## src/hdl/s3tc_pkg.sv

```systemverilog
// Shared types, constants and register codes for the S3TC block decoder.
package s3tc_pkg;

    localparam int CfgAddrW = 3;
    localparam int CfgDataW = 32;
    localparam int InDataW  = 128;
    localparam int OutDataW = 40;

    // Register index decoded from the word address.
    localparam logic REG_FORMAT = 1'b0;

    localparam logic [1:0] FMT_DXT1 = 2'd0;
    localparam logic [1:0] FMT_DXT3 = 2'd1;

    // Reciprocal multipliers for exact truncating division on bounded values.
    localparam logic [9:0]  RECIP3 = 10'd683;   // x <= 765, shift 11
    localparam logic [11:0] RECIP7 = 12'd2341;  // x <= 1785, shift 14
    localparam logic [11:0] RECIP5 = 12'd3277;  // x <= 1275, shift 14

    typedef struct packed {
        logic [1:0]  fmt;
        logic [63:0] alpha_block;
        logic [63:0] color_block;
    } blk_t;

    typedef struct packed {
        logic [1:0]        fmt;
        logic [63:0]       alpha_block;
        logic [31:0]       cidx;
        logic              c_four;
        logic [2:0][7:0]   p0;
        logic [2:0][7:0]   p1;
        logic [2:0][9:0]   s_hi;
        logic [2:0][9:0]   s_lo;
        logic [2:0][8:0]   mid;
        logic              a_gt;
        logic [7:0]        a0;
        logic [7:0]        a1;
        logic [5:0][10:0]  a7;
        logic [3:0][10:0]  a5;
    } sums_t;

    typedef struct packed {
        logic [1:0]           fmt;
        logic [63:0]          alpha_block;
        logic [31:0]          cidx;
        logic                 c_four;
        logic [3:0][2:0][7:0] crgb;
        logic [7:0][7:0]      apal;
    } pal_t;

endpackage

```

## src/hdl/s3tc_pal_sum.sv

```systemverilog
// Pipeline stage: endpoint expansion and weighted palette sums.
module s3tc_pal_sum import s3tc_pkg::*; (
    input  logic  aclk,
    input  logic  aresetn,
    input  logic  in_valid,
    output logic  in_ready,
    input  blk_t  in_blk,
    output logic  out_valid,
    input  logic  out_ready,
    output sums_t out_sums
);

    logic  valid_reg;
    sums_t sums_reg;
    sums_t sums_next;

    logic [15:0] c0;
    logic [15:0] c1;

    assign in_ready  = !valid_reg || out_ready;
    assign out_valid = valid_reg;
    assign out_sums  = sums_reg;

    always_comb begin
        c0 = in_blk.color_block[15:0];
        c1 = in_blk.color_block[31:16];
        sums_next.fmt         = in_blk.fmt;
        sums_next.alpha_block = in_blk.alpha_block;
        sums_next.cidx        = in_blk.color_block[63:32];
        sums_next.c_four      = (in_blk.fmt != FMT_DXT1) || (c0 > c1);
        // Bit replication: red and blue are 5 bits, green is 6 bits.
        sums_next.p0[0] = {c0[15:11], c0[15:13]};
        sums_next.p0[1] = {c0[10:5], c0[10:9]};
        sums_next.p0[2] = {c0[4:0], c0[4:2]};
        sums_next.p1[0] = {c1[15:11], c1[15:13]};
        sums_next.p1[1] = {c1[10:5], c1[10:9]};
        sums_next.p1[2] = {c1[4:0], c1[4:2]};
        for (int ch = 0; ch < 3; ch++) begin
            sums_next.s_hi[ch] = {1'b0, sums_next.p0[ch], 1'b0} + {2'b0, sums_next.p1[ch]};
            sums_next.s_lo[ch] = {2'b0, sums_next.p0[ch]} + {1'b0, sums_next.p1[ch], 1'b0};
            sums_next.mid[ch]  = {1'b0, sums_next.p0[ch]} + {1'b0, sums_next.p1[ch]};
        end
        sums_next.a0   = in_blk.alpha_block[7:0];
        sums_next.a1   = in_blk.alpha_block[15:8];
        sums_next.a_gt = sums_next.a0 > sums_next.a1;
        for (int j = 0; j < 6; j++) begin
            sums_next.a7[j] = 11'(6 - j) * {3'b0, sums_next.a0}
                            + 11'(j + 1) * {3'b0, sums_next.a1};
        end
        for (int j = 0; j < 4; j++) begin
            sums_next.a5[j] = 11'(4 - j) * {3'b0, sums_next.a0}
                            + 11'(j + 1) * {3'b0, sums_next.a1};
        end
    end

    always_ff @(posedge aclk) begin
        if (!aresetn) begin
            valid_reg <= 1'b0;
        end else if (in_ready) begin
            valid_reg <= in_valid;
        end
    end

    always_ff @(posedge aclk) begin
        if (in_ready && in_valid) begin
            sums_reg <= sums_next;
        end
    end

endmodule

```

## src/hdl/s3tc_pal_div.sv

```systemverilog
// Pipeline stage: reciprocal division and palette selection.
module s3tc_pal_div import s3tc_pkg::*; (
    input  logic  aclk,
    input  logic  aresetn,
    input  logic  in_valid,
    output logic  in_ready,
    input  sums_t in_sums,
    output logic  out_valid,
    input  logic  out_ready,
    output pal_t  out_pal
);

    logic valid_reg;
    pal_t pal_reg;
    pal_t pal_next;

    logic [19:0] prod_hi [3];
    logic [19:0] prod_lo [3];
    logic [22:0] prod7 [6];
    logic [22:0] prod5 [4];

    assign in_ready  = !valid_reg || out_ready;
    assign out_valid = valid_reg;
    assign out_pal   = pal_reg;

    always_comb begin
        pal_next.fmt         = in_sums.fmt;
        pal_next.alpha_block = in_sums.alpha_block;
        pal_next.cidx        = in_sums.cidx;
        pal_next.c_four      = in_sums.c_four;
        for (int ch = 0; ch < 3; ch++) begin
            prod_hi[ch] = {10'b0, in_sums.s_hi[ch]} * {10'b0, RECIP3};
            prod_lo[ch] = {10'b0, in_sums.s_lo[ch]} * {10'b0, RECIP3};
            pal_next.crgb[0][ch] = in_sums.p0[ch];
            pal_next.crgb[1][ch] = in_sums.p1[ch];
            if (in_sums.c_four) begin
                pal_next.crgb[2][ch] = prod_hi[ch][18:11];
                pal_next.crgb[3][ch] = prod_lo[ch][18:11];
            end else begin
                pal_next.crgb[2][ch] = in_sums.mid[ch][8:1];
                pal_next.crgb[3][ch] = 8'd0;
            end
        end
        for (int j = 0; j < 6; j++) begin
            prod7[j] = {12'b0, in_sums.a7[j]} * {11'b0, RECIP7};
        end
        for (int j = 0; j < 4; j++) begin
            prod5[j] = {12'b0, in_sums.a5[j]} * {11'b0, RECIP5};
        end
        pal_next.apal[0] = in_sums.a0;
        pal_next.apal[1] = in_sums.a1;
        if (in_sums.a_gt) begin
            for (int j = 0; j < 6; j++) begin
                pal_next.apal[j + 2] = prod7[j][21:14];
            end
        end else begin
            for (int j = 0; j < 4; j++) begin
                pal_next.apal[j + 2] = prod5[j][21:14];
            end
            pal_next.apal[6] = 8'h00;
            pal_next.apal[7] = 8'hFF;
        end
    end

    always_ff @(posedge aclk) begin
        if (!aresetn) begin
            valid_reg <= 1'b0;
        end else if (in_ready) begin
            valid_reg <= in_valid;
        end
    end

    always_ff @(posedge aclk) begin
        if (in_ready && in_valid) begin
            pal_reg <= pal_next;
        end
    end

endmodule

```

## src/hdl/s3tc_texel_ser.sv

```systemverilog
// Texel serializer: walks the sixteen texels of a block into the output register.
module s3tc_texel_ser import s3tc_pkg::*; (
    input  logic        aclk,
    input  logic        aresetn,
    input  logic        in_valid,
    output logic        in_ready,
    input  pal_t        in_pal,
    output logic        m_tvalid,
    input  logic        m_tready,
    output logic [39:0] m_tdata,
    output logic        m_tlast
);

    logic       blk_valid_reg;
    pal_t       pal_reg;
    logic [3:0] cnt_reg;
    logic [3:0] cnt_next;

    logic       out_valid_reg;
    logic [7:0] red_reg;
    logic [7:0] green_reg;
    logic [7:0] blue_reg;
    logic [7:0] alpha_reg;
    logic [3:0] index_reg;
    logic       last_reg;

    logic       advance;
    logic       blk_done;
    logic [1:0] ci;
    logic [5:0] abase;
    logic [3:0] a4;
    logic [7:0] alpha_sel;

    assign advance  = blk_valid_reg && (!out_valid_reg || m_tready);
    assign blk_done = advance && (cnt_reg == 4'hF);
    assign in_ready = !blk_valid_reg || blk_done;
    assign cnt_next = cnt_reg + 4'd1;

    always_comb begin
        ci    = pal_reg.cidx[{cnt_reg, 1'b0} +: 2];
        abase = 6'd16 + {2'b0, cnt_reg} + {1'b0, cnt_reg, 1'b0};
        a4    = pal_reg.alpha_block[{cnt_reg, 2'b00} +: 4];
        case (pal_reg.fmt)
            FMT_DXT1: begin
                alpha_sel = (ci == 2'd3 && !pal_reg.c_four) ? 8'h00 : 8'hFF;
            end
            FMT_DXT3: begin
                alpha_sel = {a4, a4};
            end
            default: begin
                alpha_sel = pal_reg.apal[pal_reg.alpha_block[abase +: 3]];
            end
        endcase
    end

    always_ff @(posedge aclk) begin
        if (!aresetn) begin
            blk_valid_reg <= 1'b0;
            cnt_reg       <= 4'd0;
            out_valid_reg <= 1'b0;
        end else begin
            if (in_ready) begin
                blk_valid_reg <= in_valid;
                cnt_reg       <= 4'd0;
            end else if (advance) begin
                cnt_reg <= cnt_next;
            end
            if (advance) begin
                out_valid_reg <= 1'b1;
            end else if (m_tready) begin
                out_valid_reg <= 1'b0;
            end
        end
    end

    always_ff @(posedge aclk) begin
        if (in_ready && in_valid) begin
            pal_reg <= in_pal;
        end
        if (advance) begin
            red_reg   <= pal_reg.crgb[ci][0];
            green_reg <= pal_reg.crgb[ci][1];
            blue_reg  <= pal_reg.crgb[ci][2];
            alpha_reg <= alpha_sel;
            index_reg <= cnt_reg;
            last_reg  <= (cnt_reg == 4'hF);
        end
    end

    assign m_tvalid = out_valid_reg;
    assign m_tdata  = {4'b0, index_reg, alpha_reg, blue_reg, green_reg, red_reg};
    assign m_tlast  = last_reg;

endmodule

```

## src/hdl/s3tc_block_decoder_unit.sv

```systemverilog
// Top level of the S3TC block decoder: configuration port, input stage, pipeline.
//
//  Channel   Direction  Transfer contents
//  s_        in         one compressed block: color half, alpha half
//  m_        out        one RGBA texel with its index; tlast on the sixteenth
//  APB       in/out     format register at byte address 0
//
// A block yields sixteen texels at one texel per cycle while m_ does not stall;
// the texel serializer takes the next block as it emits the last texel of one.
// The first texel passes the input, sum, division, block and output registers.
// Synchronous reset clears all valid bits and sets the format to DXT1.
// Stalls on m_ hold the output register; the stages before it fill and then
// deassert s_tready without losing or repeating a block.
module s3tc_block_decoder_unit import s3tc_pkg::*; (
    input  logic                aclk,
    input  logic                aresetn,
    // APB configuration port
    input  logic                psel,
    input  logic                penable,
    input  logic                pwrite,
    input  logic [CfgAddrW-1:0] paddr,
    input  logic [CfgDataW-1:0] pwdata,
    output logic [CfgDataW-1:0] prdata,
    output logic                pready,
    // Input stream
    input  logic                s_tvalid,
    output logic                s_tready,
    input  logic [InDataW-1:0]  s_tdata,   // color_block[63:0], alpha_block[127:64]
    // Output stream
    output logic                m_tvalid,
    input  logic                m_tready,
    output logic [OutDataW-1:0] m_tdata,   // red, green, blue, alpha_value, texel_index, pad
    output logic                m_tlast
);

    logic [1:0] format_reg;
    logic       cfg_write;

    logic  in_valid_reg;
    blk_t  blk_reg;
    logic  sum_ready;
    logic  sum_valid;
    sums_t sums;
    logic  div_ready;
    logic  div_valid;
    pal_t  pal;
    logic  ser_ready;

    assign pready    = 1'b1;
    assign cfg_write = psel && penable && pwrite && pready && (paddr[2] == REG_FORMAT);
    assign prdata    = (paddr[2] == REG_FORMAT) ? {30'b0, format_reg} : '0;

    always_ff @(posedge aclk) begin
        if (!aresetn) begin
            format_reg <= FMT_DXT1;
        end else if (cfg_write) begin
            format_reg <= pwdata[1:0];
        end
    end

    assign s_tready = !in_valid_reg || sum_ready;

    always_ff @(posedge aclk) begin
        if (!aresetn) begin
            in_valid_reg <= 1'b0;
        end else if (s_tready) begin
            in_valid_reg <= s_tvalid;
        end
    end

    always_ff @(posedge aclk) begin
        if (s_tready && s_tvalid) begin
            blk_reg.color_block <= s_tdata[63:0];
            blk_reg.alpha_block <= s_tdata[127:64];
            blk_reg.fmt         <= format_reg;
        end
    end

    s3tc_pal_sum u_sum (
        .aclk      (aclk),
        .aresetn   (aresetn),
        .in_valid  (in_valid_reg),
        .in_ready  (sum_ready),
        .in_blk    (blk_reg),
        .out_valid (sum_valid),
        .out_ready (div_ready),
        .out_sums  (sums)
    );

    s3tc_pal_div u_div (
        .aclk      (aclk),
        .aresetn   (aresetn),
        .in_valid  (sum_valid),
        .in_ready  (div_ready),
        .in_sums   (sums),
        .out_valid (div_valid),
        .out_ready (ser_ready),
        .out_pal   (pal)
    );

    s3tc_texel_ser u_ser (
        .aclk     (aclk),
        .aresetn  (aresetn),
        .in_valid (div_valid),
        .in_ready (ser_ready),
        .in_pal   (pal),
        .m_tvalid (m_tvalid),
        .m_tready (m_tready),
        .m_tdata  (m_tdata),
        .m_tlast  (m_tlast)
    );

endmodule
```

## config.mk

```make
export PLATFORM = sky130hd
export DESIGN_NAME = s3tc_block_decoder_unit
export DESIGN_NICKNAME = d
export VERILOG_FILES = /design/src/hdl/s3tc_pkg.sv /design/src/hdl/s3tc_pal_sum.sv /design/src/hdl/s3tc_pal_div.sv /design/src/hdl/s3tc_texel_ser.sv /design/src/hdl/s3tc_block_decoder_unit.sv
export SDC_FILE = /design/constraint.sdc
export NUM_CORES = 2
export LEC_CHECK = 0
export ABC_AREA = 1
export BUFFER_PORTS_ARGS = -buffer_cell sky130_fd_sc_hd__buf_4
export CORE_AREA = 2 2 422 424
export CTS_CLUSTER_SIZE = 10
export DETAILED_ROUTE_END_ITERATION = 10
export DIE_AREA = 0 0 424 426
export GPL_TIMING_DRIVEN = 0
export HOLD_SLACK_MARGIN = 0.08
export MAX_ROUTING_LAYER = met4
export PLACE_DENSITY = 0.7
export SLEW_MARGIN = 10
export SYNTH_ARGS = -nofsm -noshare
export SYNTH_HDL_FRONTEND = slang
export SYNTH_HIERARCHICAL = 1
export SYNTH_SLANG_ARGS = --single-unit
```

## constraint.sdc

```tcl
create_clock -name aclk -period 19.13 [get_ports aclk]
set_input_delay 2.8695 -clock aclk [delete_from_list [all_inputs] [get_ports aclk]]
set_output_delay 2.8695 -clock aclk [all_outputs]
set_load 0.02 [all_outputs]
```

==> results.toml <==
[finish]
final_nets = 9657
drive_gt1_share_pct = 7.527
largest_reg_flops = 306
post-route-util_pct = 47.89
fin_cells = 10365
syn2layout_area_growth_pct = 11.93

[clocking]
post_cts_resized = 0
clk_pin_slew_ns = 0.06
clockBufferDepth = 3
cts-hold-fix-buffers = 0
cts_setup_buffers = 0
h-tree-depth = 3
cts_sinks = 1002
clockRootBuffer = "clkbuf_16"
clk_latency_ns = 0.76
tritoncts = "yes"
cts_buffers = 116

[critical_path]
cp-start-kind = "input port"
reg2reg_from = "u_ser/cnt_reg[1]$_SDFFE_PP0P_"
rr_endpoint = "u_ser/alpha_reg[7]$_DFFE_PP_"
crit_fanout = 3
critPathArrivalTime_ns = 4.27
crit_start = "m_tready"
crit_type = "in2out"
critical_path.endpoint = "s_tready"
r2r_cells = 17
critical_path_required_ns = 16.26
cp-end-kind = "primary output"
r2r_setup_slack_ns = 13.65

[route]
totalWireLength_um = 192500
wl_per_cell_um = 18.57
drt_iter0_markers = 4177
drc = 0
vias_per_cell = 5.169
firstDrtPassIters = 7
antenna_left = 0
num_vias = 53574

[timing]
finalHoldViolations = 0
slew_viol_final = 0
worst_pin_slew_ns = 1.320
max_freq_ghz = 0.1400
fin_skew_ns = 0.04509
period_share_pct = 37.33
rsz0062_at_grt = "false"
layout_min_cycle_time_ns = 7.142
setup_viol = 0
timing.hold.ws_ns = 0.3929
slew_headroom_pct = 11.98

[die]
die_w_um = 424
die_height_um = 426
start_util_pct = 42.79
io_pins = 246
dieArea_um2 = 180600
num_rows = 154
fp.coreArea_um2 = 175700

[global_routing]
overflow = 0
grt_usage_pct = 21.94
grt_pass1_wl_um = 300000
grt_max_degree = 31
grt_pass1_vias = 53940
antenna_found_initial = 4

[power]
cellPowerDensity_nw_per_um2 = 136.2
ir_drop_mv = 0.1067
p_leak_uw = 0.04009

[logic_synthesis]
ys_warn_count = 6
synth_area_per_cell_um2 = 9.920
synth_area_um2 = 75190
synthCells = 7580

[status]
status = "completed"

[flow_run]
max-cap-violations = 0

[min_path]
hold_path_class = "reg2reg"

[placed_design]
place.gp.congestion = 0.9513
hpwl_um = 152800
io_buffers = 178
dp.cells = 10177
[layout make-up]
class	count	area (um2)
diodes	1	2.502
plain buffers	173	1152
clock buffers	160	3088
clock inverters	24	319.1
fillers	15983	91570
inverters	1412	5303
multi-input cells	5025	38920
flip-flops and latches	1002	29980
well taps	2340	2928
repair buffers	228	2472
[cell usage in the layout, fill, tap and decap left out, drive strengths merged, types with 11 or more instances in the layout]
master  instances
a21boi         14
a21o           30
a21oi         406
a31oi          21
a32oi          24
buf           381
clkbuf        180
clkinv         20
conb           35
dfxtp          11
edfxtp        991
fa            374
ha           1155
inv          1412
nand2        1408
nand3         553
nand3b         38
nand4          65
nor2          341
nor3           60
nor4           16
o211ai         22
o21a           18
o21ai         166
o21bai         49
o221ai         16
or2            16
xnor2          57
xor2          112
[worst min-delay path by stage]
| stage | start | endpoint | slack, ns | cells past startpoint |
|---|---|---|---|---|
| detailed placement | u_sum/out_sums[331]$_DFFE_PP_ | u_div/out_pal[229]$_DFFE_PP_ | 0.40 | 0 |
| floorplan | u_sum/out_sums[226]$_DFFE_PP_ | u_div/out_pal[100]$_DFFE_PP_ | 0.40 | 0 |
| global route | u_div/out_pal[162]$_DFFE_PP_ | u_ser/pal_reg[162]$_DFFE_PP_ | 0.40 | 0 |
| finish | u_div/out_pal[17]$_DFFE_PP_ | u_ser/pal_reg[17]$_DFFE_PP_ | 0.39 | 0 |
| global placement | u_div/out_pal[195]$_DFFE_PP_ | u_ser/pal_reg[195]$_DFFE_PP_ | 0.40 | 0 |
| CTS | u_div/out_pal[162]$_DFFE_PP_ | u_ser/pal_reg[162]$_DFFE_PP_ | 0.39 | 0 |
[where the power goes]
group	leakage (uW)	switching [uW]	internal, uW
Combinational	0.0291	4210	2440
Sequential	0.00931	115	2660
Clock	0.00164	861	1170
[metal layers]
layer	up-vias	part of all wire [%]	wire, um	track usage [%]
li1	26010	-	-	-
met1	25710	44	85410	28.54
met2	1551	47	90590	35.66
met3	303	5.3	10270	2.505
met4	0	3.2	6221	7.408
met5	-	0	0	-
[worst max-delay path, stage by stage]
cell and delay, ns:
buf_4 0.10, inv_1 0.04, nand2_1 0.07, a21oi_1 0.34, inv_1 0.07, inv_1 0.11, nand2_1 0.08, inv_1 0.12
nand2_1 0.09, inv_1 0.12, nand2_1 0.08, buf_4 0.16
[metrics by stage]
| stage | instance area, um2 | setup TNS (ns) | total power [uW] | setup slack (ns) |
|---|---|---|---|---|
| 2_1_floorplan | 75310 | 0 | 7755 | 0.1994 |
| 3_3_place_gp | 79580 | -3971.03 | 9314 | -8.084 |
| 3_5_place_dp | 80690 | 0 | 9374 | 11.99 |
| 4_1_cts | 84100 | 0 | 11480 | 11.98 |
| 5_1_grt | 84160 | 0 | 12610 | 11.88 |
| 6_report | 84160 | 0 | 11460 | 11.99 |
Power figures use the tool's default switching activity.
